[src/hw/rtl/hrs_pkg.sv]
// Shared types and constants for the heart rate smoother.
package hrs_pkg;

    localparam int RATE_W        = 8;
    localparam int PHASE_W       = 2;
    localparam int CFG_INDEX_W   = 8;
    localparam int S_DATA_W      = 8;
    localparam int M_DATA_W      = 16;

    localparam int RAW_DEPTH_DEF    = 8;
    localparam int STABLE_COUNT_DEF = 4;
    localparam int SMOOTH_DEPTH_DEF = 8;

    // phase codes
    localparam logic [PHASE_W-1:0] PH_ACQUIRE = 2'd0;
    localparam logic [PHASE_W-1:0] PH_TRACK   = 2'd1;
    localparam logic [PHASE_W-1:0] PH_DRAIN   = 2'd2;

    // configuration register indexes
    localparam logic [CFG_INDEX_W-1:0] CFG_NEAR_BAND      = 8'd0;
    localparam logic [CFG_INDEX_W-1:0] CFG_OUTLIER_BAND   = 8'd1;
    localparam logic [CFG_INDEX_W-1:0] CFG_MIN_RATE       = 8'd2;
    localparam logic [CFG_INDEX_W-1:0] CFG_ZERO_RUN_LIMIT = 8'd3;

    // register reset values
    localparam logic [RATE_W-1:0] NEAR_BAND_RST      = 8'd5;
    localparam logic [RATE_W-1:0] OUTLIER_BAND_RST   = 8'd15;
    localparam logic [RATE_W-1:0] MIN_RATE_RST       = 8'd40;
    localparam logic [RATE_W-1:0] ZERO_RUN_LIMIT_RST = 8'd3;

    // per-cycle control of one history chain
    typedef struct packed {
        logic clear;   // zero every cell
        logic shift;   // newest value enters cell 0, others move up
        logic rotate;  // every cell takes its upper neighbor, cell 0 wraps to the top
    } cell_ctl_t;

endpackage

[src/hw/rtl/heart_rate_smoother.sv]
// Heart rate smoother top level: phase control, sweeps, divider and stream ports.
//
//  channel   | ports                                | payload
//  ----------+--------------------------------------+----------------------------------
//  input     | s_tvalid s_tready s_tdata[7:0]       | raw_rate
//  result    | m_tvalid m_tready m_tdata[15:0]      | smooth_rate [7:0], phase [9:8]
//  config    | cfg_valid cfg_ready cfg_index cfg_data | register index, 8-bit value
//
// Steps per request: acquire sweeps the raw history and goes to the final state;
// track sweeps the smoothing buffer, then runs the one-bit-per-cycle divider unless
// the smoothing buffer is all zero; drain goes straight to the final state. SUM_W
// is the width of the running sum (11 at defaults).
// Reset clears the histories, phase, zero run and sweep index and loads the register
// defaults. A stalled result sits in the output register; the next request is
// taken meanwhile and its result waits in the final state until the register frees.
module heart_rate_smoother #(
    parameter int RAW_DEPTH    = hrs_pkg::RAW_DEPTH_DEF,
    parameter int STABLE_COUNT = hrs_pkg::STABLE_COUNT_DEF,
    parameter int SMOOTH_DEPTH = hrs_pkg::SMOOTH_DEPTH_DEF
) (
    input  logic                            aclk,
    input  logic                            aresetn,
    // input stream
    input  logic                            s_tvalid,
    output logic                            s_tready,
    input  logic [hrs_pkg::S_DATA_W-1:0]    s_tdata,   // [7:0] raw_rate
    // result stream
    output logic                            m_tvalid,
    input  logic                            m_tready,
    output logic [hrs_pkg::M_DATA_W-1:0]    m_tdata,   // [7:0] smooth_rate, [9:8] phase
    // configuration writes
    input  logic                            cfg_valid,
    output logic                            cfg_ready,
    input  logic [hrs_pkg::CFG_INDEX_W-1:0] cfg_index,
    input  logic [hrs_pkg::RATE_W-1:0]      cfg_data
);
    import hrs_pkg::*;

    // stability window, cut to the raw history depth
    localparam int WIN    = (STABLE_COUNT < RAW_DEPTH) ? STABLE_COUNT : RAW_DEPTH;
    localparam int MAXD   = (RAW_DEPTH > SMOOTH_DEPTH) ? RAW_DEPTH : SMOOTH_DEPTH;
    localparam int SUM_W  = $clog2(MAXD * 255 + 1);
    localparam int CNT_W  = $clog2(MAXD + 1);
    localparam int SWP_W  = $clog2(MAXD);

    localparam logic [1:0] ST_IDLE  = 2'd0;
    localparam logic [1:0] ST_SWEEP = 2'd1;
    localparam logic [1:0] ST_DIV   = 2'd2;
    localparam logic [1:0] ST_DONE  = 2'd3;

    // configuration registers
    logic [RATE_W-1:0] near_band_reg, near_band_next;
    logic [RATE_W-1:0] outlier_band_reg, outlier_band_next;
    logic [RATE_W-1:0] min_rate_reg, min_rate_next;
    logic [RATE_W-1:0] zero_run_limit_reg, zero_run_limit_next;

    // control and state
    logic [1:0]         state_reg, state_next;
    logic               mode_reg, mode_next;       // 0 raw sweep, 1 smoothing sweep
    logic [SWP_W-1:0]   swp_reg, swp_next;
    logic [PHASE_W-1:0] phase_reg, phase_next;
    logic [RATE_W-1:0]  last_output_reg, last_output_next;
    logic [RATE_W-1:0]  zero_run_reg, zero_run_next;
    logic               m_tvalid_reg, m_tvalid_next;

    // payload
    logic [RATE_W-1:0]   x_reg, x_next;
    logic [SUM_W-1:0]    sum_reg, sum_next;
    logic [CNT_W-1:0]    nz_reg, nz_next;
    logic                close_reg, close_next;
    logic [RATE_W-1:0]   result_reg, result_next;
    logic [M_DATA_W-1:0] m_tdata_reg, m_tdata_next;

    // datapath wires
    logic              s_fire;
    logic              cfg_fire;
    logic [RATE_W-1:0] x_in;
    logic [RATE_W-1:0] raw_head, smooth_head;
    logic [RATE_W-1:0] head;
    logic [RATE_W-1:0] diff;
    logic [RATE_W-1:0] clamped;
    logic [RATE_W-1:0] t1, t2, t3, t4;
    logic [RATE_W-1:0] zr_inc;
    logic              sweep_last;
    logic              in_win;
    logic [SUM_W-1:0]  acq_sum;
    logic              acq_close;
    logic [SUM_W-1:0]  min_sum;
    logic              div_start;
    logic [SUM_W-1:0]  div_q;
    logic              div_done;
    logic [RATE_W-1:0] mean;
    logic              lock;
    logic              drain_fire;
    cell_ctl_t         raw_ctl, smooth_ctl;

    assign s_tready  = (state_reg == ST_IDLE);
    assign s_fire    = s_tvalid && s_tready;
    assign cfg_ready = 1'b1;
    assign cfg_fire  = cfg_valid && cfg_ready;
    assign x_in      = s_tdata[RATE_W-1:0];

    // drain phase and the unreachable fourth code both clear everything
    assign drain_fire = s_fire && (phase_reg != PH_ACQUIRE) && (phase_reg != PH_TRACK);

    // soft clamp around the last output; thresholds wrap modulo 256
    assign t1 = last_output_reg + near_band_reg;
    assign t2 = last_output_reg + outlier_band_reg;
    assign t3 = last_output_reg - near_band_reg;
    assign t4 = last_output_reg - outlier_band_reg;

    always_comb begin
        if (x_in > t2) begin
            clamped = t1;
        end else if (x_in < t4) begin
            clamped = t3;
        end else if (x_in > t1 || x_in < t3) begin
            clamped = last_output_reg;
        end else begin
            clamped = x_in;
        end
    end

    // a zero after a nonzero sample restarts the run; cell 0 still holds the previous sample
    assign zr_inc = ((raw_head != '0) ? '0 : zero_run_reg) + 1'b1;

    // sweep reads cell 0 while the row rotates down by one each cycle
    assign head       = mode_reg ? smooth_head : raw_head;
    assign diff       = (head > x_reg) ? (head - x_reg) : (x_reg - head);
    assign sweep_last = mode_reg ? (swp_reg == SWP_W'(SMOOTH_DEPTH - 1))
                                 : (swp_reg == SWP_W'(RAW_DEPTH - 1));

    // acquire window: running sum and closeness including the cell shown now
    assign in_win    = (CNT_W'(swp_reg) < CNT_W'(WIN));
    assign acq_sum   = sum_reg + (in_win ? SUM_W'(head) : SUM_W'(0));
    assign acq_close = close_reg && !(in_win && (diff > near_band_reg));

    // the window mean is below min_rate exactly when the sum is below min_rate * WIN
    assign min_sum = SUM_W'(min_rate_reg) * SUM_W'(WIN);

    assign mean = div_q[RATE_W-1:0];
    assign lock = (state_reg == ST_SWEEP) && !mode_reg && sweep_last
               && (acq_sum >= min_sum) && acq_close;

    always_comb begin
        raw_ctl.clear     = drain_fire;
        raw_ctl.shift     = s_fire && !drain_fire;
        raw_ctl.rotate    = (state_reg == ST_SWEEP) && !mode_reg;
        smooth_ctl.clear  = drain_fire || lock;
        smooth_ctl.shift  = s_fire && (phase_reg == PH_TRACK);
        smooth_ctl.rotate = (state_reg == ST_SWEEP) && mode_reg;
    end

    // configuration writes
    always_comb begin
        near_band_next      = near_band_reg;
        outlier_band_next   = outlier_band_reg;
        min_rate_next       = min_rate_reg;
        zero_run_limit_next = zero_run_limit_reg;
        if (cfg_fire) begin
            case (cfg_index)
                CFG_NEAR_BAND:      near_band_next      = cfg_data;
                CFG_OUTLIER_BAND:   outlier_band_next   = cfg_data;
                CFG_MIN_RATE:       min_rate_next       = cfg_data;
                CFG_ZERO_RUN_LIMIT: zero_run_limit_next = cfg_data;
                default: ;
            endcase
        end
    end

    // main sequencer
    always_comb begin
        state_next       = state_reg;
        mode_next        = mode_reg;
        swp_next         = swp_reg;
        phase_next       = phase_reg;
        last_output_next = last_output_reg;
        zero_run_next    = zero_run_reg;
        x_next           = x_reg;
        sum_next         = sum_reg;
        nz_next          = nz_reg;
        close_next       = close_reg;
        result_next      = result_reg;
        div_start        = 1'b0;
        m_tvalid_next    = m_tvalid_reg;
        m_tdata_next     = m_tdata_reg;

        // drop the shown result once taken
        if (m_tvalid_reg && m_tready) begin
            m_tvalid_next = 1'b0;
        end

        case (state_reg)
            ST_IDLE: begin
                if (s_fire) begin
                    x_next     = x_in;
                    swp_next   = '0;
                    sum_next   = '0;
                    nz_next    = '0;
                    close_next = 1'b1;
                    if (phase_reg == PH_ACQUIRE) begin
                        mode_next  = 1'b0;
                        state_next = ST_SWEEP;
                    end else if (phase_reg == PH_TRACK) begin
                        mode_next  = 1'b1;
                        state_next = ST_SWEEP;
                        if (x_in == '0) begin
                            zero_run_next = zr_inc;
                            if (zr_inc >= zero_run_limit_reg) begin
                                phase_next = PH_DRAIN;
                            end
                        end
                    end else begin
                        phase_next       = PH_ACQUIRE;
                        last_output_next = '0;
                        zero_run_next    = '0;
                        result_next      = '0;
                        state_next       = ST_DONE;
                    end
                end
            end
            ST_SWEEP: begin
                swp_next = swp_reg + 1'b1;
                if (!mode_reg) begin
                    sum_next   = acq_sum;
                    close_next = acq_close;
                end else if (head != '0) begin
                    sum_next = sum_reg + SUM_W'(head);
                    nz_next  = nz_reg + 1'b1;
                end
                if (sweep_last) begin
                    if (!mode_reg) begin
                        // window mean below the floor gives zero, else pass the sample
                        if (acq_sum < min_sum) begin
                            result_next = '0;
                        end else begin
                            result_next = x_reg;
                        end
                        if (lock) begin
                            phase_next = PH_TRACK;
                        end
                        last_output_next = result_next;
                        state_next       = ST_DONE;
                    end else if (nz_next == '0) begin
                        // empty smoothing buffer gives zero
                        result_next      = '0;
                        last_output_next = '0;
                        state_next       = ST_DONE;
                    end else begin
                        div_start  = 1'b1;
                        state_next = ST_DIV;
                    end
                end
            end
            ST_DIV: begin
                if (div_done) begin
                    result_next      = mean;
                    last_output_next = mean;
                    state_next       = ST_DONE;
                end
            end
            ST_DONE: begin
                // hold until the output register is free
                if (!m_tvalid_reg || m_tready) begin
                    m_tvalid_next = 1'b1;
                    m_tdata_next  = M_DATA_W'({phase_reg, result_reg});
                    state_next    = ST_IDLE;
                end
            end
            default: state_next = ST_IDLE;
        endcase
    end

    always_ff @(posedge aclk) begin
        if (!aresetn) begin
            near_band_reg      <= NEAR_BAND_RST;
            outlier_band_reg   <= OUTLIER_BAND_RST;
            min_rate_reg       <= MIN_RATE_RST;
            zero_run_limit_reg <= ZERO_RUN_LIMIT_RST;
            state_reg          <= ST_IDLE;
            mode_reg           <= 1'b0;
            swp_reg            <= '0;
            phase_reg          <= PH_ACQUIRE;
            last_output_reg    <= '0;
            zero_run_reg       <= '0;
            m_tvalid_reg       <= 1'b0;
        end else begin
            near_band_reg      <= near_band_next;
            outlier_band_reg   <= outlier_band_next;
            min_rate_reg       <= min_rate_next;
            zero_run_limit_reg <= zero_run_limit_next;
            state_reg          <= state_next;
            mode_reg           <= mode_next;
            swp_reg            <= swp_next;
            phase_reg          <= phase_next;
            last_output_reg    <= last_output_next;
            zero_run_reg       <= zero_run_next;
            m_tvalid_reg       <= m_tvalid_next;
        end
        x_reg       <= x_next;
        sum_reg     <= sum_next;
        nz_reg      <= nz_next;
        close_reg   <= close_next;
        result_reg  <= result_next;
        m_tdata_reg <= m_tdata_next;
    end

    assign m_tvalid = m_tvalid_reg;
    assign m_tdata  = m_tdata_reg;

    hrs_chain #(
        .DEPTH (RAW_DEPTH)
    ) u_raw_chain (
        .aclk     (aclk),
        .aresetn  (aresetn),
        .ctl      (raw_ctl),
        .head_in  (x_in),
        .head_out (raw_head)
    );

    hrs_chain #(
        .DEPTH (SMOOTH_DEPTH)
    ) u_smooth_chain (
        .aclk     (aclk),
        .aresetn  (aresetn),
        .ctl      (smooth_ctl),
        .head_in  (clamped),
        .head_out (smooth_head)
    );

    // divisor: nonzero count of the smoothing buffer
    hrs_div #(
        .NUM_W (SUM_W),
        .DEN_W (CNT_W)
    ) u_div (
        .aclk     (aclk),
        .aresetn  (aresetn),
        .start    (div_start),
        .dividend (sum_next),
        .divisor  (nz_next),
        .quotient (div_q),
        .done     (div_done)
    );

`ifndef SYNTHESIS
    a_drain_clears: assert property (@(posedge aclk) disable iff (!aresetn)
        drain_fire |=> (phase_reg == PH_ACQUIRE && last_output_reg == '0
                        && zero_run_reg == '0))
        else $error("drain step left state behind");

    a_done_in_div: assert property (@(posedge aclk) disable iff (!aresetn)
        div_done |-> (state_reg == ST_DIV))
        else $error("divider finished outside the divide state");

    a_load_from_done: assert property (@(posedge aclk) disable iff (!aresetn)
        $rose(m_tvalid_reg) |-> $past(state_reg == ST_DONE))
        else $error("result shown without a finished request");

    a_lock_from_acquire: assert property (@(posedge aclk) disable iff (!aresetn)
        (phase_reg == PH_ACQUIRE && $past(phase_reg) == PH_ACQUIRE) ||
        !(phase_reg == PH_TRACK && $past(phase_reg) == PH_ACQUIRE) ||
        $past(lock))
        else $error("track entered without a stable window");
`endif

endmodule

[src/hw/rtl/hrs_cell.sv]
// One history cell: a sample register that loads from either neighbor.
module hrs_cell (
    input  logic                      aclk,
    input  logic                      aresetn,
    input  hrs_pkg::cell_ctl_t        ctl,
    input  logic [hrs_pkg::RATE_W-1:0] lower_in,
    input  logic [hrs_pkg::RATE_W-1:0] upper_in,
    output logic [hrs_pkg::RATE_W-1:0] value
);
    import hrs_pkg::*;

    logic [RATE_W-1:0] value_reg;
    logic [RATE_W-1:0] value_next;

    always_comb begin
        value_next = value_reg;
        if (ctl.clear) begin
            value_next = '0;
        end else if (ctl.shift) begin
            value_next = lower_in;
        end else if (ctl.rotate) begin
            value_next = upper_in;
        end
    end

    always_ff @(posedge aclk) begin
        if (!aresetn) begin
            value_reg <= '0;
        end else begin
            value_reg <= value_next;
        end
    end

    assign value = value_reg;

endmodule

[src/hw/rtl/hrs_chain.sv]
// Row of history cells; cell 0 holds the newest sample and is the read port.
module hrs_chain #(
    parameter int DEPTH = hrs_pkg::RAW_DEPTH_DEF
) (
    input  logic                       aclk,
    input  logic                       aresetn,
    input  hrs_pkg::cell_ctl_t         ctl,
    input  logic [hrs_pkg::RATE_W-1:0] head_in,
    output logic [hrs_pkg::RATE_W-1:0] head_out
);
    import hrs_pkg::*;

    logic [RATE_W-1:0] val [DEPTH];

    for (genvar k = 0; k < DEPTH; k++) begin : g_cell
        logic [RATE_W-1:0] lower;
        logic [RATE_W-1:0] upper;

        if (k == 0) begin : g_first
            assign lower = head_in;
        end else begin : g_mid
            assign lower = val[k-1];
        end

        if (k == DEPTH - 1) begin : g_last
            assign upper = val[0];
        end else begin : g_up
            assign upper = val[k+1];
        end

        hrs_cell u_cell (
            .aclk     (aclk),
            .aresetn  (aresetn),
            .ctl      (ctl),
            .lower_in (lower),
            .upper_in (upper),
            .value    (val[k])
        );
    end

    assign head_out = val[0];

endmodule

[src/hw/rtl/hrs_div.sv]
// Restoring divider, one quotient bit per cycle.
module hrs_div #(
    parameter int NUM_W = 11,
    parameter int DEN_W = 4
) (
    input  logic             aclk,
    input  logic             aresetn,
    input  logic             start,
    input  logic [NUM_W-1:0] dividend,
    input  logic [DEN_W-1:0] divisor,
    output logic [NUM_W-1:0] quotient,
    output logic             done
);
    localparam int STEP_W = $clog2(NUM_W);

    logic              busy_reg, busy_next;
    logic              done_reg, done_next;
    logic [STEP_W-1:0] step_reg, step_next;
    logic [NUM_W-1:0]  q_reg, q_next;
    logic [DEN_W-1:0]  rem_reg, rem_next;
    logic [DEN_W-1:0]  dvs_reg, dvs_next;

    logic [DEN_W:0] trial;
    logic [DEN_W:0] diff;
    logic           ge;

    assign trial = {rem_reg, q_reg[NUM_W-1]};
    assign diff  = trial - {1'b0, dvs_reg};
    assign ge    = (trial >= {1'b0, dvs_reg});

    always_comb begin
        busy_next = busy_reg;
        done_next = 1'b0;
        step_next = step_reg;
        q_next    = q_reg;
        rem_next  = rem_reg;
        dvs_next  = dvs_reg;
        if (start) begin
            busy_next = 1'b1;
            step_next = '0;
            q_next    = dividend;
            rem_next  = '0;
            dvs_next  = divisor;
        end else if (busy_reg) begin
            q_next    = {q_reg[NUM_W-2:0], ge};
            rem_next  = ge ? diff[DEN_W-1:0] : trial[DEN_W-1:0];
            step_next = step_reg + 1'b1;
            if (step_reg == STEP_W'(NUM_W - 1)) begin
                busy_next = 1'b0;
                done_next = 1'b1;
            end
        end
    end

    always_ff @(posedge aclk) begin
        if (!aresetn) begin
            busy_reg <= 1'b0;
            done_reg <= 1'b0;
            step_reg <= '0;
        end else begin
            busy_reg <= busy_next;
            done_reg <= done_next;
            step_reg <= step_next;
        end
        q_reg   <= q_next;
        rem_reg <= rem_next;
        dvs_reg <= dvs_next;
    end

    assign quotient = q_reg;
    assign done     = done_reg;

endmodule

[config.mk]
export PLATFORM = sky130hd
export DESIGN_NAME = heart_rate_smoother
export DESIGN_NICKNAME = d
export VERILOG_FILES = /design/src/hw/rtl/hrs_pkg.sv /design/src/hw/rtl/heart_rate_smoother.sv /design/src/hw/rtl/hrs_cell.sv /design/src/hw/rtl/hrs_chain.sv /design/src/hw/rtl/hrs_div.sv
export SDC_FILE = /design/constraint.sdc
export NUM_CORES = 1
export LEC_CHECK = 0
export BUFFER_PORTS_ARGS = -buffer_cell sky130_fd_sc_hd__buf_2
export CORE_MARGIN = 5
export CORE_UTILIZATION = 60
export CTS_CLUSTER_DIAMETER = 60
export DETAILED_ROUTE_END_ITERATION = 10
export GPL_TIMING_DRIVEN = 0
export PLACE_DENSITY = 0.77
export SKIP_CTS_REPAIR_TIMING = 1
export SYNTH_ARGS = -nofsm -noshare
export SYNTH_HDL_FRONTEND = slang
export SYNTH_SLANG_ARGS = --single-unit
[constraint.sdc]
create_clock -name aclk -period 5.55 [get_ports aclk]
set_clock_uncertainty 0.2 [all_clocks]
set_input_delay 0.2775 -clock aclk [delete_from_list [all_inputs] [get_ports aclk]]
set_output_delay 0.2775 -clock aclk [all_outputs]
set_load 0.005 [all_outputs]
==> results of run 1 <==
## cell usage after synthesis (all sizes together) (22+ instances only)
cell / count
mux2i: 42
nor2b: 42
edfxtp: 42
xnor2: 37
a311oi: 56
nand2: 327
dfxtp: 210
ha: 128
buf: 24
inv: 95
nor2: 193
nand3: 86
clkbuf: 87
a21oi: 68
o21ai: 117
xor2: 22
## worst max path at each step
stage | from | endpoint | slack (ns) | depth (start not counted)
after floorplan | mode_reg | u_smooth_chain.g_cell[0].u_cell.value[7] | 0.52 | 21
after global placement | mode_reg | u_smooth_chain.g_cell[0].u_cell.value[7] | -0.76 | 21
after detailed placement | mode_reg | u_smooth_chain.g_cell[2].u_cell.value[7] | -0.86 | 21
after CTS | mode_reg | u_smooth_chain.g_cell[2].u_cell.value[7] | -0.92 | 21
after global routing | mode_reg | u_smooth_chain.g_cell[0].u_cell.value[7] | -0.006 | 20
final | mode_reg | u_smooth_chain.g_cell[2].u_cell.value[7] | 0.23 | 20
## logic make-up (layout without fill, tap and decap cells)
kind of cell | count (synthesis) | after routing | synth area share (%)
and+or+nand+nor | 742 | 743 | 21.7
AOI/OAI and AO/OA | 386 | 386 | 17.6
DFF | 252 | 252 | 36.3
buffers and inverters | 206 | 313 | 5.48
adders and majority gates | 137 | 137 | 11.8
xor gates and xnor gates | 59 | 59 | 3.43
muxes | 54 | 54 | 3.71
other | 2 | 7 | 0.0498
## metal layers
| metal | global-route usage [%] | share of wire [%] | vias up | routed length (um) |
|---|---|---|---|---|
| met5 | 0 | 0 | - | 0 |
| met4 | 7.90 | 2.8 | 0 | 1180 |
| met3 | 4.58 | 8.4 | 91 | 3590 |
| met2 | 45.9 | 45 | 566 | 19300 |
| met1 | 40.9 | 43 | 6497 | 18500 |
| li1 | - | - | 6598 | - |
## stage by stage
stage	hold slack, ns	cells	power [uW]	cell area [um2]
floorplan	0.176	1843	4680	15100
global placement	0.202	2212	5410	15700
detailed placement	0.205	2212	5520	15700
CTS	-0.193	2264	7420	16600
global route	0.0646	2281	8010	16900
finish	0.0364	2281	7520	16900
## power by group through the flow
stage | clock network [uW] | registers, uW | logic, uW
floorplan | 0 | 2300 | 2380
global route | 1990 | 2400 | 3620
detailed placement | 0 | 2400 | 3110
global placement | 0 | 2390 | 3010
CTS | 1910 | 2370 | 3150
finish | 1890 | 2380 | 3240
## layout make-up
type                    instances  area [um2]
multi-input cells            1386        8870
fillers                      2031        8080
flip-flops and latches        252        5470
clock buffers                  46         850
plain buffers                 110         482
well taps                     330         413
repair buffers                 56         365
inverters                      95         357
clock inverters                 6        87.6
## worst max-delay path: cells and delay by family, from the launching register on
kind | cells | cell delay (ns)
AOI/OAI and AO/OA | 9 | 2.04
xor gates and xnor gates | 1 | 0.17
adders and majority gates | 2 | 0.76
buffers and inverters | 3 | 0.69
DFF | 1 | 0.40
muxes | 1 | 0.33
and+or+nand+nor | 4 | 0.59
==> reports/results.ini, run 1 <==
[power]
power.internal_uw=4490
p_sw_share_pct=40.2
p_leak_uw=0.00711
combinationalPowerShare_pct=43.2
p_sw_uw=3020
pwr-share-clk_pct=25.2
ir_worst_vdd_uv=390
p_seq_share_pct=31.6
powerDensity_nw_per_um2=445

[worst_setup_path]
crit_path_start_kind=flop
cp_slowest_cell=fa_1
rr_endpoint=u_smooth_chain.g_cell[2].u_cell.value[7]
r2r_start=mode_reg
reg2reg_setup_slack_ns=0.23
critical_path_arrival_ns=5.55
crit_top_cell=o21ai_0
cp_cell_sequence=buf_6 -> mux2i_4 -> inv_1 -> fa_1 -> a21o_1 -> a21oi_1 -> o21ai_0 -> a21o_2 -> nand3b_1 -> o21ai_0 -> xnor2_1 -> ha_1 -> nand3_1 -> o221a_1 -> o311ai_2 -> nand2_1 -> o2111ai_4 -> nand3_4 -> buf_2 -> a311oi_1
end_kind=flop
max_stage_delay_ns=0.45
r2r_cells=20
crit_fanout=10
crit_type=flop to flop
required_ns=5.78

[yosys]
seq_area_frac_synth_pct=36.3
synth_top_area_share_pct=27.9
yosys.area.top_type=dfxtp_1
yosysWarningCount=0
synth.area.top_cells=dfxtp_1, ha_1, edfxtp_1, nand2_1, nor2_1
synth_edf_count=42
ys_seq_elements=252
netlist_instances=1838
netlist_area_um2=15100
async_reset_ff_share_pct=0
post_synth_num_cell_types=86
ys.flop_type=dfxtp_1
syn_area_per_cell_um2=8.20

[route]
vias_per_cell=6.03
drtIter0Drc=1449
wl_um=42600
dr.pass1.iters=6
drc_errors=0
drtAntennaViolNets=0
vias=13800
wire_per_inst_um=18.7

[die]
die_area_um2=28400
ios=48
initial_core_util_pct=60.4
fp.coreArea_um2=25000
row_count=58
fp.dieH_um=168
die_x_um=168

[final_layout]
fin_util_pct=67.7
final_cell_mix=nand2_1, dfxtp_1, nor2_1
synthToLayoutAreaGrowth_pct=12.1
drive_gt1_share_pct=6.77
layout_commonest_cell=nand2_1
num-nets-final=2095
antenna_cells=0

[clocking]
clk_pin_slew_ns=0.06
cts_buffers=28
clk_path_buf_depth=3
root_buffer=clkbuf_16
htree_levels=1
clock_sink_count=252
insertion_delay_ns=0.54
cts_tree=done

[timing]
fin_ws_ns=0.230
tightest_slew_ns=1.14
slew_headroom_pct=23.0
finalHoldViolCount=0
fin_setup_tns_ns=0
drv_slew=0
max_freq_mhz=188
setup_viol=0
period_needed_ns=5.32
finalCritPeriodShare_pct=95.9

[place]
pre_cts_ws_ns=-0.859
io_buffer_count=39
dp_hpwl_um=31000
gp_congestion=0.951

[min_path]
holdPathEnd=swp_reg[2]
hold_class=input port to flop
hold_depth=4
hp-start=s_tvalid

[global_route]
grt_pass1_vias=12900
grt_max_degree=15
grt_usage_pct=28.8
antenna_found_initial=0
grt_pass1_wl_um=67400
grt-ovfl-total=0

[run_status]
status=finished clean

[flow_run]
drv_cap=0

(Power assumes the default switching activity.)
==> run 2, diff against run 1 <==
--- a/config.mk
+++ b/config.mk
@@ -5,7 +5,8 @@
 export SDC_FILE = /design/constraint.sdc
 export NUM_CORES = 1
 export LEC_CHECK = 0
-export BUFFER_PORTS_ARGS = -buffer_cell sky130_fd_sc_hd__buf_2
+export ABC_AREA = 1
+export BUFFER_PORTS_ARGS = -buffer_cell sky130_fd_sc_hd__buf_4
 export CORE_MARGIN = 5
 export CORE_UTILIZATION = 60
 export CTS_CLUSTER_DIAMETER = 60
==> reports/results.ini, run 2 <==
[run_status]
status=finished, violations left
violations=hold timing

[worst_setup_path]
crit_type=flop to flop
max_stage_delay_ns=0.52  ; +0.07 ns
cp_slowest_cell=a21oi_1
required_ns=5.85  ; +0.07 ns
end_kind=flop
crit_path_start_kind=flop
crit_fanout=10  ; unchanged
critical_path_arrival_ns=5.44  ; -0.11 ns
crit_top_cell=nand2_1

[power]
powerDensity_nw_per_um2=478  ; +7.4%
ir_worst_vdd_uv=369  ; -5.4%
p_leak_uw=0.00768  ; +8.1%

[place]
dp_hpwl_um=34300  ; +10%
gp_congestion=0.991  ; +4.2%
pre_cts_ws_ns=0.558  ; +1.42 ns
place_area_um2=16000  ; +2.0%
io_buffer_count=40  ; +2.6%

[clocking]
root_buffer=clkbuf_16
clock_sink_count=252  ; unchanged
clk_path_buf_depth=3  ; unchanged
cts_buffers=30  ; +7.1%
insertion_delay_ns=0.58  ; +0.04 ns
clk_pin_slew_ns=0.06  ; about the same
cts_tree=done
htree_levels=1  ; unchanged

[global_route]
grt_pass1_vias=14100  ; +9.3%
grt_usage_pct=31.5  ; +2.7 points
grt-ovfl-total=0  ; unchanged
antenna_found_initial=0  ; unchanged
grt_pass1_wl_um=73600  ; +9.3%
grt_max_degree=16  ; +1

[yosys]
netlist_area_um2=15300  ; +1.4%
synth_common_cells=nand2_1, inv_1, dfxtp_1
async_reset_ff_share_pct=0  ; unchanged
seq_area_frac_synth_pct=35.8  ; -0.51 points
synth.area.top_cells=dfxtp_1, nand2_1, ha_1, edfxtp_1, inv_1
synth.most_common_cell=nand2_1
yosys.area.top_type=dfxtp_1
ys_seq_elements=252  ; unchanged
synth_edf_count=42  ; unchanged
netlist_instances=2118  ; +15%
post_synth_num_cell_types=50  ; -42%
ys.flop_type=dfxtp_1
synth_top_area_share_pct=27.5  ; -0.39 points
yosysWarningCount=0  ; unchanged
syn_area_per_cell_um2=7.22  ; -12%

[route]
wire_per_inst_um=18.0  ; -3.6%
vias_per_cell=5.75  ; -4.7%
drc_errors=0  ; unchanged
dr.pass1.iters=5  ; -1
wl_um=46100  ; +8.4%
vias=14700  ; +7.2%
drtAntennaViolNets=0  ; unchanged
drtIter0Drc=1641  ; +13%

[timing]
drv_slew=0  ; unchanged
whs_ns=-0.00524  ; -0.0417 ns
fin_setup_tns_ns=0  ; unchanged
setup_viol=0  ; unchanged
finalHoldViolCount=1  ; +1
slew_headroom_pct=18.2  ; -4.9 points
finalCritPeriodShare_pct=92.6  ; -3.2 points
max_freq_mhz=195  ; +3.5%
fin_ws_ns=0.409  ; +0.179 ns
period_needed_ns=5.14  ; -0.179 ns
tightest_slew_ns=1.22  ; +0.0728 ns
rsz0062_at_grt=false

[final_layout]
stdcell_area_um2=17200  ; +1.8%
layout_commonest_cell=nand2_1
synthToLayoutAreaGrowth_pct=12.5
final_cell_mix=nand2_1, inv_1, dfxtp_1
drive_gt1_share_pct=6.31  ; -0.46 points
num-nets-final=2378  ; +14%
antenna_cells=0  ; unchanged

[die]
fp.dieH_um=170  ; +0.67%
ios=48  ; unchanged
initial_core_util_pct=60.9  ; +0.50 points
row_count=58  ; unchanged
die_x_um=170  ; +0.67%
fp.coreArea_um2=25100  ; +0.58%
die_area_um2=28800  ; +1.3%

[flow_run]
drv_cap=0  ; unchanged

[min_path]
hold_class=input port to flop

-- run 2: cell types whose count changed after synthesis, moves of 47 or more --
cell / previous run / this run
a31oi_1: 5 / 77
a21oi_1: 65 / 167
nand3_1: 85 / 132
a311oi_1: 56 / 0
nor2_1: 193 / 112
nand2_1: 327 / 564
inv_1: 93 / 240
-- run 2: cell type report --
class | count | area, um2
buffer | 101 | 463
clock buffer | 42 | 880
clock inverter | 13 | 129
inverter | 247 | 927
multi-input combinational | 1523 | 8450
tap | 330 | 413
fill | 2229 | 7910
sequential | 252 | 5470
timing repair buffer | 57 | 470
-- run 2: kinds of logic after synthesis --
kind of cell             after synthesis  share of synthesized area (%)
AND/OR/NAND/NOR                      869                           23.6
AO/OA/AOI/OAI                        459                           16.9
buffers and inverters                348                           9.09
flip-flops                           252                           35.8
adder cells (fa/ha/maj)              137                           11.7
XOR/XNOR                              47                           2.69
multiplexers                           4                          0.278
other                                  2                         0.0491
-- run 2: stage by stage --
| step | power (uW) | utilization [%] | std cells |
|---|---|---|---|
| 2_1_floorplan | 5030 | - | 2123 |
| 3_3_place_gp | 6030 | 63.8 | 2493 |
| 3_5_place_dp | 6120 | 63.8 | 2493 |
| 4_1_cts | 8140 | 67.8 | 2548 |
| 5_1_grt | 8840 | 68.5 | 2565 |
| 6_report | 8220 | 68.5 | 2565 |
-- run 2: final timing paths --
path	slack, ns	cells past startpoint	from	end
max	0.41	28	mode_reg	u_smooth_chain.g_cell[5].u_cell.value[6]
min	-0.005	5	cfg_index[1]	outlier_band_reg[0]
max reg2reg	0.41	28	mode_reg	u_smooth_chain.g_cell[5].u_cell.value[6]
min reg2reg	0.22	0	result_reg[2]	m_tdata[2]
-- run 2: power breakdown --
group | total [uW] | internal (uW) | switching, uW
Combinational | 3880 | 1260 | 2630
Sequential | 2330 | 2110 | 221
Clock | 2010 | 1200 | 811
Total | 8220 | 4560 | 3660
-- run 2: metal layers --
metal  global-route usage, %  vias up  share of wire [%]  wire length, um
met1                    43.8     6764                 43            20000
met5                       0        -                  0                0
li1                        -     7215                  -                -
met4                    12.2        0                4.1             1900
met3                    6.64      130                9.1             4190
met2                    48.2      630                 43            20000
-- run 2: worst max-delay path: cells and delay by family (launching register included) --
kind,cells,cell delay [ns]
adder cells (fa/ha/maj),2,0.54
XOR/XNOR,1,0.17
flip-flops,1,0.36
buffers and inverters,7,1.05
AO/OA/AOI/OAI,6,1.41
AND/OR/NAND/NOR,12,1.30
